===== src/dsteq_pkg.sv =====
// ----------------------------------------------------------------------------
// dsteq_pkg
// shared types and constants of the dual sorted timer event queue
// ----------------------------------------------------------------------------
`timescale 1ns / 1ps

package dsteq_pkg;

   // fixed field widths of the request and response beats
   localparam int OPCODE_W = 2;
   localparam int TASK_W   = 10;
   localparam int TIME_W   = 48;
   localparam int STATUS_W = 2;

   typedef enum logic [OPCODE_W-1:0] {
      OP_INSERT = 2'd0,
      OP_POP    = 2'd1,
      OP_REMOVE = 2'd2,
      OP_CLEAR  = 2'd3
   } op_type;

   typedef enum logic [STATUS_W-1:0] {
      STAT_OK          = 2'd0,
      STAT_POOL_EMPTY  = 2'd1,
      STAT_QUEUE_EMPTY = 2'd2,
      STAT_NOT_FOUND   = 2'd3
   } status_type;

   typedef enum logic [3:0] {
      S_IDLE,
      S_INS_FREE,
      S_INS_LINK,
      S_INS_WALK,
      S_INS_PLACE,
      S_INS_FIX,
      S_HEAD,
      S_POP_TAKE,
      S_REM_WALK,
      S_REM_UNLINK,
      S_REM_FREE,
      S_CLR_TAKE,
      S_DONE
   } state_type;

   // what the shared compare unit tests
   typedef enum logic {
      CMP_TIME_GE,
      CMP_TASK_EQ
   } cmp_mode_type;

   // entry memory write command
   typedef struct packed {
      logic en;   // write the link of the entry
      logic all;  // also write task and wake time
   } mem_wr_type;

endpackage


===== src/dsteq_if.sv =====
// ----------------------------------------------------------------------------
// dsteq channel interfaces
// valid/ready channels for command beats and response beats
// ----------------------------------------------------------------------------
`timescale 1ns / 1ps

interface dsteq_req_if;
   logic                          valid;
   logic                          ready;
   logic [dsteq_pkg::OPCODE_W-1:0] opcode;
   logic                          queue_select;
   logic [dsteq_pkg::TASK_W-1:0]   task_id;
   logic [dsteq_pkg::TIME_W-1:0]   wake_time;

   modport source (output valid, output opcode, output queue_select,
                   output task_id, output wake_time, input ready);
   modport sink   (input valid, input opcode, input queue_select,
                   input task_id, input wake_time, output ready);
endinterface

interface dsteq_rsp_if;
   logic                           valid;
   logic                           ready;
   logic [dsteq_pkg::STATUS_W-1:0] status;
   logic [dsteq_pkg::TASK_W-1:0]   out_task_id;
   logic [dsteq_pkg::TIME_W-1:0]   out_wake_time;

   modport source (output valid, output status, output out_task_id,
                   output out_wake_time, input ready);
   modport sink   (input valid, input status, input out_task_id,
                   input out_wake_time, output ready);
endinterface


===== src/dsteq_entry_mem.sv =====
// ----------------------------------------------------------------------------
// dsteq_entry_mem
// entry pool storage: wake time, task id and link, one read and one write port
// ----------------------------------------------------------------------------
`timescale 1ns / 1ps

module dsteq_entry_mem #(
   parameter int POOL_SIZE    = 16,
   parameter int TASK_ID_BITS = 10,
   localparam int ADDR_W      = (POOL_SIZE > 1) ? $clog2(POOL_SIZE) : 1,
   localparam int LINK_W      = $clog2(POOL_SIZE + 1)
) (
   input  logic                                clock,
   input  logic                                reset,
   input  logic [ADDR_W-1:0]                   rd_addr,
   output logic [dsteq_pkg::TIME_W-1:0]        rd_time,
   output logic [TASK_ID_BITS-1:0]             rd_task,
   output logic [LINK_W-1:0]                   rd_link,
   input  dsteq_pkg::mem_wr_type               wr_ctl,
   input  logic [ADDR_W-1:0]                   wr_addr,
   input  logic [LINK_W-1:0]                   wr_link,
   input  logic [TASK_ID_BITS-1:0]             wr_task,
   input  logic [dsteq_pkg::TIME_W-1:0]        wr_time
);

   localparam logic [LINK_W-1:0] NIL = LINK_W'(POOL_SIZE);

   logic [dsteq_pkg::TIME_W-1:0] time_mem [POOL_SIZE];
   logic [TASK_ID_BITS-1:0]      task_mem [POOL_SIZE];
   logic [LINK_W-1:0]            link_mem [POOL_SIZE];
   logic [POOL_SIZE-1:0]         link_vld_ff;
   logic [LINK_W-1:0]            link_rst;

   // an unwritten link reads as the reset free chain: i -> i-1, entry 0 -> null
   assign link_rst = (rd_addr == '0) ? NIL : (LINK_W'(rd_addr) - LINK_W'(1));

   always_ff @(posedge clock) begin
      if (wr_ctl.en) begin
         link_mem[wr_addr] <= wr_link;
         if (wr_ctl.all) begin
            task_mem[wr_addr] <= wr_task;
            time_mem[wr_addr] <= wr_time;
         end
      end
   end

   always_ff @(posedge clock) begin
      if (reset) begin
         link_vld_ff <= '0;
      end else if (wr_ctl.en) begin
         link_vld_ff[wr_addr] <= 1'b1;
      end
   end

   always_ff @(posedge clock) begin
      rd_time <= time_mem[rd_addr];
      rd_task <= task_mem[rd_addr];
      rd_link <= link_vld_ff[rd_addr] ? link_mem[rd_addr] : link_rst;
   end

endmodule


===== src/dsteq_cmp_unit.sv =====
// ----------------------------------------------------------------------------
// dsteq_cmp_unit
// shared compare unit: wake time order for insert, task match for remove
// ----------------------------------------------------------------------------
`timescale 1ns / 1ps

module dsteq_cmp_unit #(
   parameter int TASK_ID_BITS = 10
) (
   input  dsteq_pkg::cmp_mode_type        mode,
   input  logic [dsteq_pkg::TIME_W-1:0]   key_time,
   input  logic [TASK_ID_BITS-1:0]        key_task,
   input  logic [dsteq_pkg::TIME_W-1:0]   ent_time,
   input  logic [TASK_ID_BITS-1:0]        ent_task,
   output logic                           hit
);

   always_comb begin
      case (mode)
         dsteq_pkg::CMP_TIME_GE: hit = (key_time >= ent_time);
         dsteq_pkg::CMP_TASK_EQ: hit = (key_task == ent_task);
         default:                hit = 1'b0;
      endcase
   end

endmodule


===== src/dual_sorted_timer_event_queue_core.sv =====
// ----------------------------------------------------------------------------
// dual_sorted_timer_event_queue_core
// insert walks the target queue (no walk on an exhausted pool), pop takes the
//   head (or reports an empty queue), remove walks both queues and unlinks the
//   first match in each, clear frees every queued entry
// one command beat at a time; the walk does one entry per cycle through the
//   single read port of the entry memory
// reset: synchronous, both queues empty, every entry on the free list; no
//   clearing pass, unwritten links read as the free chain through valid bits
// ----------------------------------------------------------------------------
`timescale 1ns / 1ps

module dual_sorted_timer_event_queue_core #(
   parameter int POOL_SIZE    = 16,
   parameter int TASK_ID_BITS = 10
) (
   input  logic              clock,
   input  logic              reset,
   dsteq_req_if.sink         req_chan,
   dsteq_rsp_if.source       rsp_chan
);

   localparam int ADDR_W     = (POOL_SIZE > 1) ? $clog2(POOL_SIZE) : 1;
   localparam int LINK_W     = $clog2(POOL_SIZE + 1);
   localparam int TIME_W     = dsteq_pkg::TIME_W;
   localparam int OUT_TASK_W = dsteq_pkg::TASK_W;
   // index POOL_SIZE marks the end of a list
   localparam logic [LINK_W-1:0] NIL = LINK_W'(POOL_SIZE);

   // sequencer state
   dsteq_pkg::state_type   state_ff, state_in;
   dsteq_pkg::op_type      op_ff, op_in;
   logic                   wq_ff, wq_in;         // queue being walked: 0 sleep, 1 sync
   logic [TASK_ID_BITS-1:0] task_key_ff, task_key_in;
   logic [TIME_W-1:0]      time_key_ff, time_key_in;
   logic [LINK_W-1:0]      cur_ff, cur_in;
   logic [LINK_W-1:0]      prev_ff, prev_in;
   logic [LINK_W-1:0]      new_ff, new_in;       // entry taken from the free list
   logic [LINK_W-1:0]      next_ff, next_in;     // successor of a matched entry
   logic                   found_ff, found_in;

   // list heads
   logic [LINK_W-1:0]      sleep_first_ff, sleep_first_in;
   logic [LINK_W-1:0]      sync_first_ff, sync_first_in;
   logic [LINK_W-1:0]      free_first_ff, free_first_in;

   // result being built and the response output register
   dsteq_pkg::status_type  res_status_ff, res_status_in;
   logic [OUT_TASK_W-1:0]  res_task_ff, res_task_in;
   logic [TIME_W-1:0]      res_time_ff, res_time_in;
   logic                   rsp_valid_ff, rsp_valid_in;
   dsteq_pkg::status_type  rsp_status_ff, rsp_status_in;
   logic [OUT_TASK_W-1:0]  rsp_task_ff, rsp_task_in;
   logic [TIME_W-1:0]      rsp_time_ff, rsp_time_in;

   // entry memory and compare unit hookup
   logic [ADDR_W-1:0]       mem_rd_addr;
   logic [TIME_W-1:0]       mem_rd_time;
   logic [TASK_ID_BITS-1:0] mem_rd_task;
   logic [LINK_W-1:0]       mem_rd_link;
   dsteq_pkg::mem_wr_type   mem_wr;
   logic [ADDR_W-1:0]       mem_wr_addr;
   logic [LINK_W-1:0]       mem_wr_link;
   dsteq_pkg::cmp_mode_type cmp_mode;
   logic                    cmp_hit;

   logic                   head_wr;
   logic [LINK_W-1:0]      head_val;
   logic [LINK_W-1:0]      head_q;
   logic                   req_fire;
   dsteq_pkg::status_type  end_status;

   assign req_fire = req_chan.valid && req_chan.ready;
   assign head_q   = wq_ff ? sync_first_ff : sleep_first_ff;
   // a remove that matched in neither queue reports not found
   assign end_status = (op_ff == dsteq_pkg::OP_REMOVE && !found_ff) ?
                       dsteq_pkg::STAT_NOT_FOUND : dsteq_pkg::STAT_OK;

   assign req_chan.ready         = (state_ff == dsteq_pkg::S_IDLE);
   assign rsp_chan.valid         = rsp_valid_ff;
   assign rsp_chan.status        = rsp_status_ff;
   assign rsp_chan.out_task_id   = rsp_task_ff;
   assign rsp_chan.out_wake_time = rsp_time_ff;

   dsteq_entry_mem #(
      .POOL_SIZE    (POOL_SIZE),
      .TASK_ID_BITS (TASK_ID_BITS)
   ) u_entry_mem (
      .clock   (clock),
      .reset   (reset),
      .rd_addr (mem_rd_addr),
      .rd_time (mem_rd_time),
      .rd_task (mem_rd_task),
      .rd_link (mem_rd_link),
      .wr_ctl  (mem_wr),
      .wr_addr (mem_wr_addr),
      .wr_link (mem_wr_link),
      .wr_task (task_key_ff),
      .wr_time (time_key_ff)
   );

   dsteq_cmp_unit #(
      .TASK_ID_BITS (TASK_ID_BITS)
   ) u_cmp_unit (
      .mode     (cmp_mode),
      .key_time (time_key_ff),
      .key_task (task_key_ff),
      .ent_time (mem_rd_time),
      .ent_task (mem_rd_task),
      .hit      (cmp_hit)
   );

   // control registers
   always_ff @(posedge clock) begin
      if (reset) begin
         state_ff       <= dsteq_pkg::S_IDLE;
         sleep_first_ff <= NIL;
         sync_first_ff  <= NIL;
         free_first_ff  <= LINK_W'(POOL_SIZE - 1);
         rsp_valid_ff   <= 1'b0;
      end else begin
         state_ff       <= state_in;
         sleep_first_ff <= sleep_first_in;
         sync_first_ff  <= sync_first_in;
         free_first_ff  <= free_first_in;
         rsp_valid_ff   <= rsp_valid_in;
      end
   end

   // working and payload registers
   always_ff @(posedge clock) begin
      op_ff         <= op_in;
      wq_ff         <= wq_in;
      task_key_ff   <= task_key_in;
      time_key_ff   <= time_key_in;
      cur_ff        <= cur_in;
      prev_ff       <= prev_in;
      new_ff        <= new_in;
      next_ff       <= next_in;
      found_ff      <= found_in;
      res_status_ff <= res_status_in;
      res_task_ff   <= res_task_in;
      res_time_ff   <= res_time_in;
      rsp_status_ff <= rsp_status_in;
      rsp_task_ff   <= rsp_task_in;
      rsp_time_ff   <= rsp_time_in;
   end

   // sequencer: next state, memory commands and list head updates
   always_comb begin
      state_in      = state_ff;
      op_in         = op_ff;
      wq_in         = wq_ff;
      task_key_in   = task_key_ff;
      time_key_in   = time_key_ff;
      cur_in        = cur_ff;
      prev_in       = prev_ff;
      new_in        = new_ff;
      next_in       = next_ff;
      found_in      = found_ff;
      free_first_in = free_first_ff;
      res_status_in = res_status_ff;
      res_task_in   = res_task_ff;
      res_time_in   = res_time_ff;
      rsp_valid_in  = rsp_valid_ff && !rsp_chan.ready;
      rsp_status_in = rsp_status_ff;
      rsp_task_in   = rsp_task_ff;
      rsp_time_in   = rsp_time_ff;
      mem_rd_addr   = cur_ff[ADDR_W-1:0];
      mem_wr        = '0;
      mem_wr_addr   = cur_ff[ADDR_W-1:0];
      mem_wr_link   = free_first_ff;
      cmp_mode      = dsteq_pkg::CMP_TIME_GE;
      head_wr       = 1'b0;
      head_val      = NIL;

      case (state_ff)
         dsteq_pkg::S_IDLE: begin
            if (req_fire) begin
               op_in         = dsteq_pkg::op_type'(req_chan.opcode);
               task_key_in   = TASK_ID_BITS'(req_chan.task_id);
               time_key_in   = req_chan.wake_time;
               found_in      = 1'b0;
               res_status_in = dsteq_pkg::STAT_OK;
               res_task_in   = '0;
               res_time_in   = '0;
               // remove and clear go through sleep first, then sync
               if (op_in inside {dsteq_pkg::OP_INSERT, dsteq_pkg::OP_POP}) begin
                  wq_in = req_chan.queue_select;
               end else begin
                  wq_in = 1'b0;
               end
               if (op_in == dsteq_pkg::OP_INSERT) begin
                  if (free_first_ff == NIL) begin
                     res_status_in = dsteq_pkg::STAT_POOL_EMPTY;
                     state_in      = dsteq_pkg::S_DONE;
                  end else begin
                     state_in = dsteq_pkg::S_INS_FREE;
                  end
               end else begin
                  state_in = dsteq_pkg::S_HEAD;
               end
            end
         end

         // fetch the link of the free head
         dsteq_pkg::S_INS_FREE: begin
            mem_rd_addr = free_first_ff[ADDR_W-1:0];
            new_in      = free_first_ff;
            state_in    = dsteq_pkg::S_INS_LINK;
         end

         // unlink the new entry from the free list, start at the queue head
         dsteq_pkg::S_INS_LINK: begin
            free_first_in = mem_rd_link;
            prev_in       = NIL;
            cur_in        = head_q;
            mem_rd_addr   = head_q[ADDR_W-1:0];
            state_in      = (head_q == NIL) ? dsteq_pkg::S_INS_PLACE : dsteq_pkg::S_INS_WALK;
         end

         // step past every entry with an equal or earlier wake time
         dsteq_pkg::S_INS_WALK: begin
            cmp_mode = dsteq_pkg::CMP_TIME_GE;
            if (cmp_hit) begin
               prev_in     = cur_ff;
               cur_in      = mem_rd_link;
               mem_rd_addr = mem_rd_link[ADDR_W-1:0];
               if (mem_rd_link == NIL) begin
                  state_in = dsteq_pkg::S_INS_PLACE;
               end
            end else begin
               state_in = dsteq_pkg::S_INS_PLACE;
            end
         end

         // new entry points at the first later entry
         dsteq_pkg::S_INS_PLACE: begin
            mem_wr      = '{en: 1'b1, all: 1'b1};
            mem_wr_addr = new_ff[ADDR_W-1:0];
            mem_wr_link = cur_ff;
            state_in    = dsteq_pkg::S_INS_FIX;
         end

         // predecessor or queue head points at the new entry
         dsteq_pkg::S_INS_FIX: begin
            if (prev_ff != NIL) begin
               mem_wr      = '{en: 1'b1, all: 1'b0};
               mem_wr_addr = prev_ff[ADDR_W-1:0];
               mem_wr_link = new_ff;
            end else begin
               head_wr  = 1'b1;
               head_val = new_ff;
            end
            state_in = dsteq_pkg::S_DONE;
         end

         // start of a walk for pop, remove and clear
         dsteq_pkg::S_HEAD: begin
            cur_in      = head_q;
            prev_in     = NIL;
            mem_rd_addr = head_q[ADDR_W-1:0];
            if (head_q == NIL) begin
               if (op_ff == dsteq_pkg::OP_POP) begin
                  res_status_in = dsteq_pkg::STAT_QUEUE_EMPTY;
                  state_in      = dsteq_pkg::S_DONE;
               end else if (!wq_ff) begin
                  wq_in = 1'b1;
               end else begin
                  res_status_in = end_status;
                  state_in      = dsteq_pkg::S_DONE;
               end
            end else begin
               case (op_ff)
                  dsteq_pkg::OP_POP:    state_in = dsteq_pkg::S_POP_TAKE;
                  dsteq_pkg::OP_REMOVE: state_in = dsteq_pkg::S_REM_WALK;
                  dsteq_pkg::OP_CLEAR:  state_in = dsteq_pkg::S_CLR_TAKE;
                  default:              state_in = dsteq_pkg::S_DONE;
               endcase
            end
         end

         // head entry goes back to the free list, its contents to the result
         dsteq_pkg::S_POP_TAKE: begin
            head_wr       = 1'b1;
            head_val      = mem_rd_link;
            mem_wr        = '{en: 1'b1, all: 1'b0};
            free_first_in = cur_ff;
            res_task_in   = OUT_TASK_W'(mem_rd_task);
            res_time_in   = mem_rd_time;
            state_in      = dsteq_pkg::S_DONE;
         end

         // look for the first entry with the task id
         dsteq_pkg::S_REM_WALK: begin
            cmp_mode = dsteq_pkg::CMP_TASK_EQ;
            if (cmp_hit) begin
               next_in  = mem_rd_link;
               found_in = 1'b1;
               state_in = dsteq_pkg::S_REM_UNLINK;
            end else begin
               prev_in     = cur_ff;
               cur_in      = mem_rd_link;
               mem_rd_addr = mem_rd_link[ADDR_W-1:0];
               if (mem_rd_link == NIL) begin
                  if (!wq_ff) begin
                     wq_in    = 1'b1;
                     state_in = dsteq_pkg::S_HEAD;
                  end else begin
                     res_status_in = end_status;
                     state_in      = dsteq_pkg::S_DONE;
                  end
               end
            end
         end

         // bypass the matched entry
         dsteq_pkg::S_REM_UNLINK: begin
            if (prev_ff != NIL) begin
               mem_wr      = '{en: 1'b1, all: 1'b0};
               mem_wr_addr = prev_ff[ADDR_W-1:0];
               mem_wr_link = next_ff;
            end else begin
               head_wr  = 1'b1;
               head_val = next_ff;
            end
            state_in = dsteq_pkg::S_REM_FREE;
         end

         // matched entry onto the free list, then on to the sync queue or to done
         dsteq_pkg::S_REM_FREE: begin
            mem_wr        = '{en: 1'b1, all: 1'b0};
            free_first_in = cur_ff;
            if (!wq_ff) begin
               wq_in    = 1'b1;
               state_in = dsteq_pkg::S_HEAD;
            end else begin
               res_status_in = end_status;
               state_in      = dsteq_pkg::S_DONE;
            end
         end

         // one entry per cycle: free the head while fetching its successor
         dsteq_pkg::S_CLR_TAKE: begin
            head_wr       = 1'b1;
            head_val      = mem_rd_link;
            mem_wr        = '{en: 1'b1, all: 1'b0};
            free_first_in = cur_ff;
            cur_in        = mem_rd_link;
            mem_rd_addr   = mem_rd_link[ADDR_W-1:0];
            if (mem_rd_link == NIL) begin
               if (!wq_ff) begin
                  wq_in    = 1'b1;
                  state_in = dsteq_pkg::S_HEAD;
               end else begin
                  state_in = dsteq_pkg::S_DONE;
               end
            end
         end

         // hand the result to the output register once it is free
         dsteq_pkg::S_DONE: begin
            if (!rsp_valid_ff || rsp_chan.ready) begin
               rsp_valid_in  = 1'b1;
               rsp_status_in = res_status_ff;
               rsp_task_in   = res_task_ff;
               rsp_time_in   = res_time_ff;
               state_in      = dsteq_pkg::S_IDLE;
            end
         end

         default: begin
            state_in = dsteq_pkg::S_IDLE;
         end
      endcase

      sleep_first_in = sleep_first_ff;
      sync_first_in  = sync_first_ff;
      if (head_wr) begin
         if (wq_ff) begin
            sync_first_in = head_val;
         end else begin
            sleep_first_in = head_val;
         end
      end
   end

   // a finished result reaches the output register on the next edge when that register is empty
   assert property (@(posedge clock) disable iff (reset)
      (state_ff == dsteq_pkg::S_DONE && !rsp_valid_ff) |=> rsp_valid_ff)
      else $error("result not delivered from done state");

   // insert into an exhausted pool goes straight to done with pool empty
   assert property (@(posedge clock) disable iff (reset)
      (req_fire && req_chan.opcode == dsteq_pkg::OP_INSERT && free_first_ff == NIL)
      |=> (state_ff == dsteq_pkg::S_DONE && res_status_ff == dsteq_pkg::STAT_POOL_EMPTY))
      else $error("insert on exhausted pool not rejected");

   // no entry heads two lists at once
   assert property (@(posedge clock) disable iff (reset)
      !((free_first_ff != NIL) &&
        (free_first_ff == sleep_first_ff || free_first_ff == sync_first_ff)) &&
      !((sleep_first_ff != NIL) && (sleep_first_ff == sync_first_ff)))
      else $error("entry shared between list heads");

   // a response never changes while it waits to be taken
   assert property (@(posedge clock) disable iff (reset)
      (rsp_valid_ff && !rsp_chan.ready) |=> $stable(rsp_time_ff) && $stable(rsp_task_ff))
      else $error("pending response overwritten");

endmodule

===== src/flat_wrapper.sv =====
// flat-port wrapper written by rule: the top's interface ports become plain ports
module dual_sorted_timer_event_queue_core_flat 
#(
   parameter int POOL_SIZE    = 16,
   parameter int TASK_ID_BITS = 10
)
  (clock, reset, req_chan_valid, req_chan_opcode, req_chan_queue_select, req_chan_task_id, req_chan_wake_time, req_chan_ready, rsp_chan_valid, rsp_chan_status, rsp_chan_out_task_id, rsp_chan_out_wake_time, rsp_chan_ready);
  dsteq_req_if req_chan_i ();
  dsteq_rsp_if rsp_chan_i ();
  input  logic clock;
  input  logic reset;
  input wire logic [$bits(req_chan_i.valid)-1:0] req_chan_valid;
  input wire logic [$bits(req_chan_i.opcode)-1:0] req_chan_opcode;
  input wire logic [$bits(req_chan_i.queue_select)-1:0] req_chan_queue_select;
  input wire logic [$bits(req_chan_i.task_id)-1:0] req_chan_task_id;
  input wire logic [$bits(req_chan_i.wake_time)-1:0] req_chan_wake_time;
  output wire logic [$bits(req_chan_i.ready)-1:0] req_chan_ready;
  output wire logic [$bits(rsp_chan_i.valid)-1:0] rsp_chan_valid;
  output wire logic [$bits(rsp_chan_i.status)-1:0] rsp_chan_status;
  output wire logic [$bits(rsp_chan_i.out_task_id)-1:0] rsp_chan_out_task_id;
  output wire logic [$bits(rsp_chan_i.out_wake_time)-1:0] rsp_chan_out_wake_time;
  input wire logic [$bits(rsp_chan_i.ready)-1:0] rsp_chan_ready;
  assign req_chan_i.valid = req_chan_valid;
  assign req_chan_i.opcode = req_chan_opcode;
  assign req_chan_i.queue_select = req_chan_queue_select;
  assign req_chan_i.task_id = req_chan_task_id;
  assign req_chan_i.wake_time = req_chan_wake_time;
  assign req_chan_ready = req_chan_i.ready;
  assign rsp_chan_valid = rsp_chan_i.valid;
  assign rsp_chan_status = rsp_chan_i.status;
  assign rsp_chan_out_task_id = rsp_chan_i.out_task_id;
  assign rsp_chan_out_wake_time = rsp_chan_i.out_wake_time;
  assign rsp_chan_i.ready = rsp_chan_ready;
  dual_sorted_timer_event_queue_core #(.POOL_SIZE(POOL_SIZE), .TASK_ID_BITS(TASK_ID_BITS)) u_core (.clock(clock), .reset(reset), .req_chan(req_chan_i), .rsp_chan(rsp_chan_i));
endmodule

===== config.mk =====
export PLATFORM = sky130hd
export DESIGN_NAME = dual_sorted_timer_event_queue_core_flat
export DESIGN_NICKNAME = d
export VERILOG_FILES = /design/src/dsteq_pkg.sv /design/src/dsteq_if.sv /design/src/dsteq_entry_mem.sv /design/src/dsteq_cmp_unit.sv /design/src/dual_sorted_timer_event_queue_core.sv /design/src/flat_wrapper.sv
export SDC_FILE = /design/constraint.sdc
export NUM_CORES = 2
export LEC_CHECK = 0
export BUFFER_PORTS_ARGS = -buffer_cell sky130_fd_sc_hd__buf_2
export CORE_ASPECT_RATIO = 1.5
export CORE_MARGIN = 5
export CORE_UTILIZATION = 55
export CTS_BUF_LIST = sky130_fd_sc_hd__clkbuf_16
export CTS_CLUSTER_SIZE = 20
export DETAILED_ROUTE_END_ITERATION = 8
export GPL_TIMING_DRIVEN = 0
export PLACE_DENSITY = 0.75
export SYNTH_ARGS = -nofsm -noshare
export SYNTH_HDL_FRONTEND = slang
export SYNTH_SLANG_ARGS = --single-unit

===== constraint.sdc =====
create_clock -name clock -period 15.75 [get_ports clock]
set_clock_uncertainty 0.2 [all_clocks]
set_input_delay 0 -clock clock [delete_from_list [all_inputs] [get_ports clock]]
set_output_delay 0 -clock clock [all_outputs]
set_load 0.01 [all_outputs]

==> results by group <==
Clocking
  • Max Buffers Root-to-Sink: 3
  • CTS tree: built
  • Clock Sink Count: 1309
  • Setup Buffers After CTS: 0
  • CTS resizes: 0
  • CTS buffer count: 114
  • Worst skew pair latency: 740 ps
  • Root Buffer: clkbuf_16
  • Clk pin slew, worst setup/hold paths: 70 ps
  • Hold_buf cts: between 100 and 150
  • H-tree level count: 3

Layout
  • Layout Cells excl Fill: 5628
  • Commonest non-fill, non-tap cell in the layout: edfxtp_1
  • Multi-input gate area: 12060 µm²
  • Final net count: 4391
  • Register area: ~38000 µm²
  • Design area: 59590 µm²
  • Commonest non-fill, non-tap cells in the layout: 1210 x edfxtp_1, 1029 x nand2_1, 261 x nand3_1, 202 x buf_2, 181 x a311oi_1
  • Area growth, synth to finish: 15.56%
  • Filler Cells Inserted: approximately 6500
  • Layout cells sized above 1: between 10 and 15%

Yosys
  • Dominant synthesized flop cell: edfxtp_1
  • Top cell type's share of synthesized area: 70.46%
  • Cell taking the most area after synthesis: edfxtp_1
  • YS warnings: 0
  • Synth Register Bits: approximately 1300
  • Post-Synthesis Cells: 3869
  • Average cell area after synthesis: 13.33 µm²
  • Post-synth ARST share: 0%
  • Area contributors post-synth: edfxtp_1 70%, nand2_1 7.5%, dfxtp_1 3.8%
  • Syn Nets: 3982
  • Synthesized area: 51570 µm²
  • Sequential share of the synthesized area: 74.31%
  • Cell variety after synth: 74
  • Number of synthesized flops with an enable pin: 1210

Global routing
  • Tot GR Track Use: between 20% and 30%
  • First-pass GRT wire length: 209000 µm
  • Grt total ovfl: 0
  • Via count of the first global-routing pass: 34360
  • Pin count of the biggest net entering global routing: 40
  • Initial antenna violation count: 2

STA
  • Slew @ Worst Pin: between 1000 and 1500 ps
  • F_max: between 100 and 150 MHz
  • RSZ-0062 raised after global routing: false
  • Final Hold Slack: approximately 40 ps
  • Final Critical Period: approximately 6700 ps
  • Hold Vio Cnt, Final: 0
  • Total negative slack: 0 ps
  • Final period util: between 40% and 50%
  • Slew headroom: 10.19%
  • Final Max Slew Viols: 0
  • Count of final setup violators: 0

Critical path
  • Terminus of the critical flop-to-flop path: u_core.u_entry_mem.rd_time[46]
  • FF-to-FF setup slack: approximately 9000 ps
  • FF-to-FF path depth: 15
  • CP Depth: 15
  • Crit path from: u_core.time_key_ff[40]
  • Worst-path maximum fanout: 17
  • Critical path data arrival time: 7140 ps
  • WP data required: about 16000 ps
  • Critical Path Sink Type: flip-flop
  • CP peak stage delay: 890 ps
  • Ordered list of cells on the worst path: ha_1 > nand4_1 > nor4_2 > and3_1 > and3_1 > and2_4 > nor4_4 > a211oi_4 > buf_4 > buf_4 > buf_2 > clkbuf_1 > nand3_1 > a31oi_1 > a21oi_1
  • CP bufs+invs: 4
  • CP Class: flip-flop to flip-flop
  • Reg2reg start: u_core.time_key_ff[40]
  • Type of origin of the critical path: flip-flop
  • Slowest CP cell: a211oi_4
  • Kind of cell adding the most delay to the critical path: simple AND/OR/NAND/NOR gates
  • CP Capture Point: u_core.u_entry_mem.rd_time[46]

Die
  • Row count: about 140
  • Core ar.: between 90000 and 100000 µm²
  • Initial core utilization: 55.40%
  • Die ar.: 100100 µm²
  • Die height: slightly below 400 µm
  • Io pins: 127
  • Die W: 260.0 µm

Drt
  • TritonRoute pass-1 iters: 6
  • Post-Route WL: 141000 µm
  • Vias per cell: 6.067
  • DRC Markers: 0
  • Remaining antenna violation count: 0
  • Routed via count: 34150
  • DR WL/cell: 25.05 µm
  • Initial DRC count: roughly 4200

Place
  • Final Wtd Congestion: 0.9364
  • I/O Buffers: 125
  • DP Cell Count: 5286
  • Detailed Place HPWL: 95110 µm
  • Post-DP Area: approximately 55000 µm²

Outcome
  • Outcome: complete, no violations

Hold path
  • Hold WC Path Type: input pin to flip-flop
  • WHS Path Cells: 4

Job
  • Max cap viols: 0
==> synthesized netlist by cell type (10+ instances only) <==
library cell,instances
nand2_1,1030
a211oi_1,13
clkbuf_1,119
a21oi_1,97
inv_1,54
xor2_1,10
mux2i_1,47
nor2b_1,11
ha_1,48
and2_1,22
dfxtp_1,99
nand3_1,261
nor3_1,11
nor2_1,173
a31oi_1,68
nand2b_1,16
buf_6,12
and3_1,127
buf_2,77
buf_1,20
a311oi_1,181
o21ai_0,32
edfxtp_1,1210
a22oi_1,16
==> worst min-delay path: stages <==
cell and delay, ps:
dlygate4sd3_1 530, buf_2 130, o21ai_0 110, a211oi_1 160
==> stage by stage <==
step	util, %	setup slack (ps)
final	64.02	9011
after global routing	64.01	9011
after global placement	57.75	5580
after CTS	64.01	9031
after detailed placement	58.74	9115
after floorplan	-	9827
==> worst min path at each step <==
stage	from	to	slack [ps]
after floorplan	req_chan_opcode[0]	u_core.op_ff[0]	-100
after global placement	req_chan_wake_time[19]	u_core.time_key_ff[19]	-20
after detailed placement	req_chan_wake_time[31]	u_core.time_key_ff[31]	-20
after CTS	req_chan_valid	u_core.state_ff[1]	7
after global routing	req_chan_valid	u_core.state_ff[1]	60
final	req_chan_valid	u_core.state_ff[1]	40
==> routing by layer <==
metal | up-vias | GRT usage (%) | wire length [µm]
li1 | 15090 | - | -
met1 | 16660 | 33.90 | 49530
met2 | 1982 | 48.19 | 71230
met3 | 418 | 5.011 | 12710
met4 | 0 | 14.21 | 7537
met5 | - | 0 | 0
==> sequential cells by signal (all words and copies together), names as in the netlist, 10 cells and up <==
register / count
u_core.u_entry_mem.time_mem: 768
u_core.u_entry_mem.task_mem: 160
u_core.u_entry_mem.link_mem: 80
u_core.res_time_ff: 48
u_core.rsp_chan.out_wake_time: 48
u_core.time_key_ff: 48
u_core.u_entry_mem.rd_time: 48
u_core.u_entry_mem.link_vld_ff: 16
u_core.res_task_ff: 10
u_core.rsp_chan.out_task_id: 10
u_core.task_key_ff: 10
u_core.u_entry_mem.rd_task: 10
==> cell type report <==
class	count	area share, %
Inverter	56	0.3569
Antenna cell	3	0.01260
Buffer	237	1.858
Clock buffer	115	4.829
Tap cell	1251	2.627
Sequential cell	1309	64.30
Multi-Input combinational cell	2267	20.25
Timing Repair Buffer	293	4.489
Clock inverter	97	1.281
==> logic make-up after synthesis <==
group / after synthesis / share of synthesized area (%)
and+or+nand+nor: 1684 / 14.08
DFF: 1309 / 74.31
AOI/OAI and AO/OA: 469 / 6.605
buffers and inverters: 293 / 2.555
muxes: 56 / 1.116
adders and majority gates: 48 / 1.165
xor gates and xnor gates: 10 / 0.1698
Power is left out: the tool's default activity adds up to more than one toggle a clock period on the data nets, which glitch-free logic cannot reach.
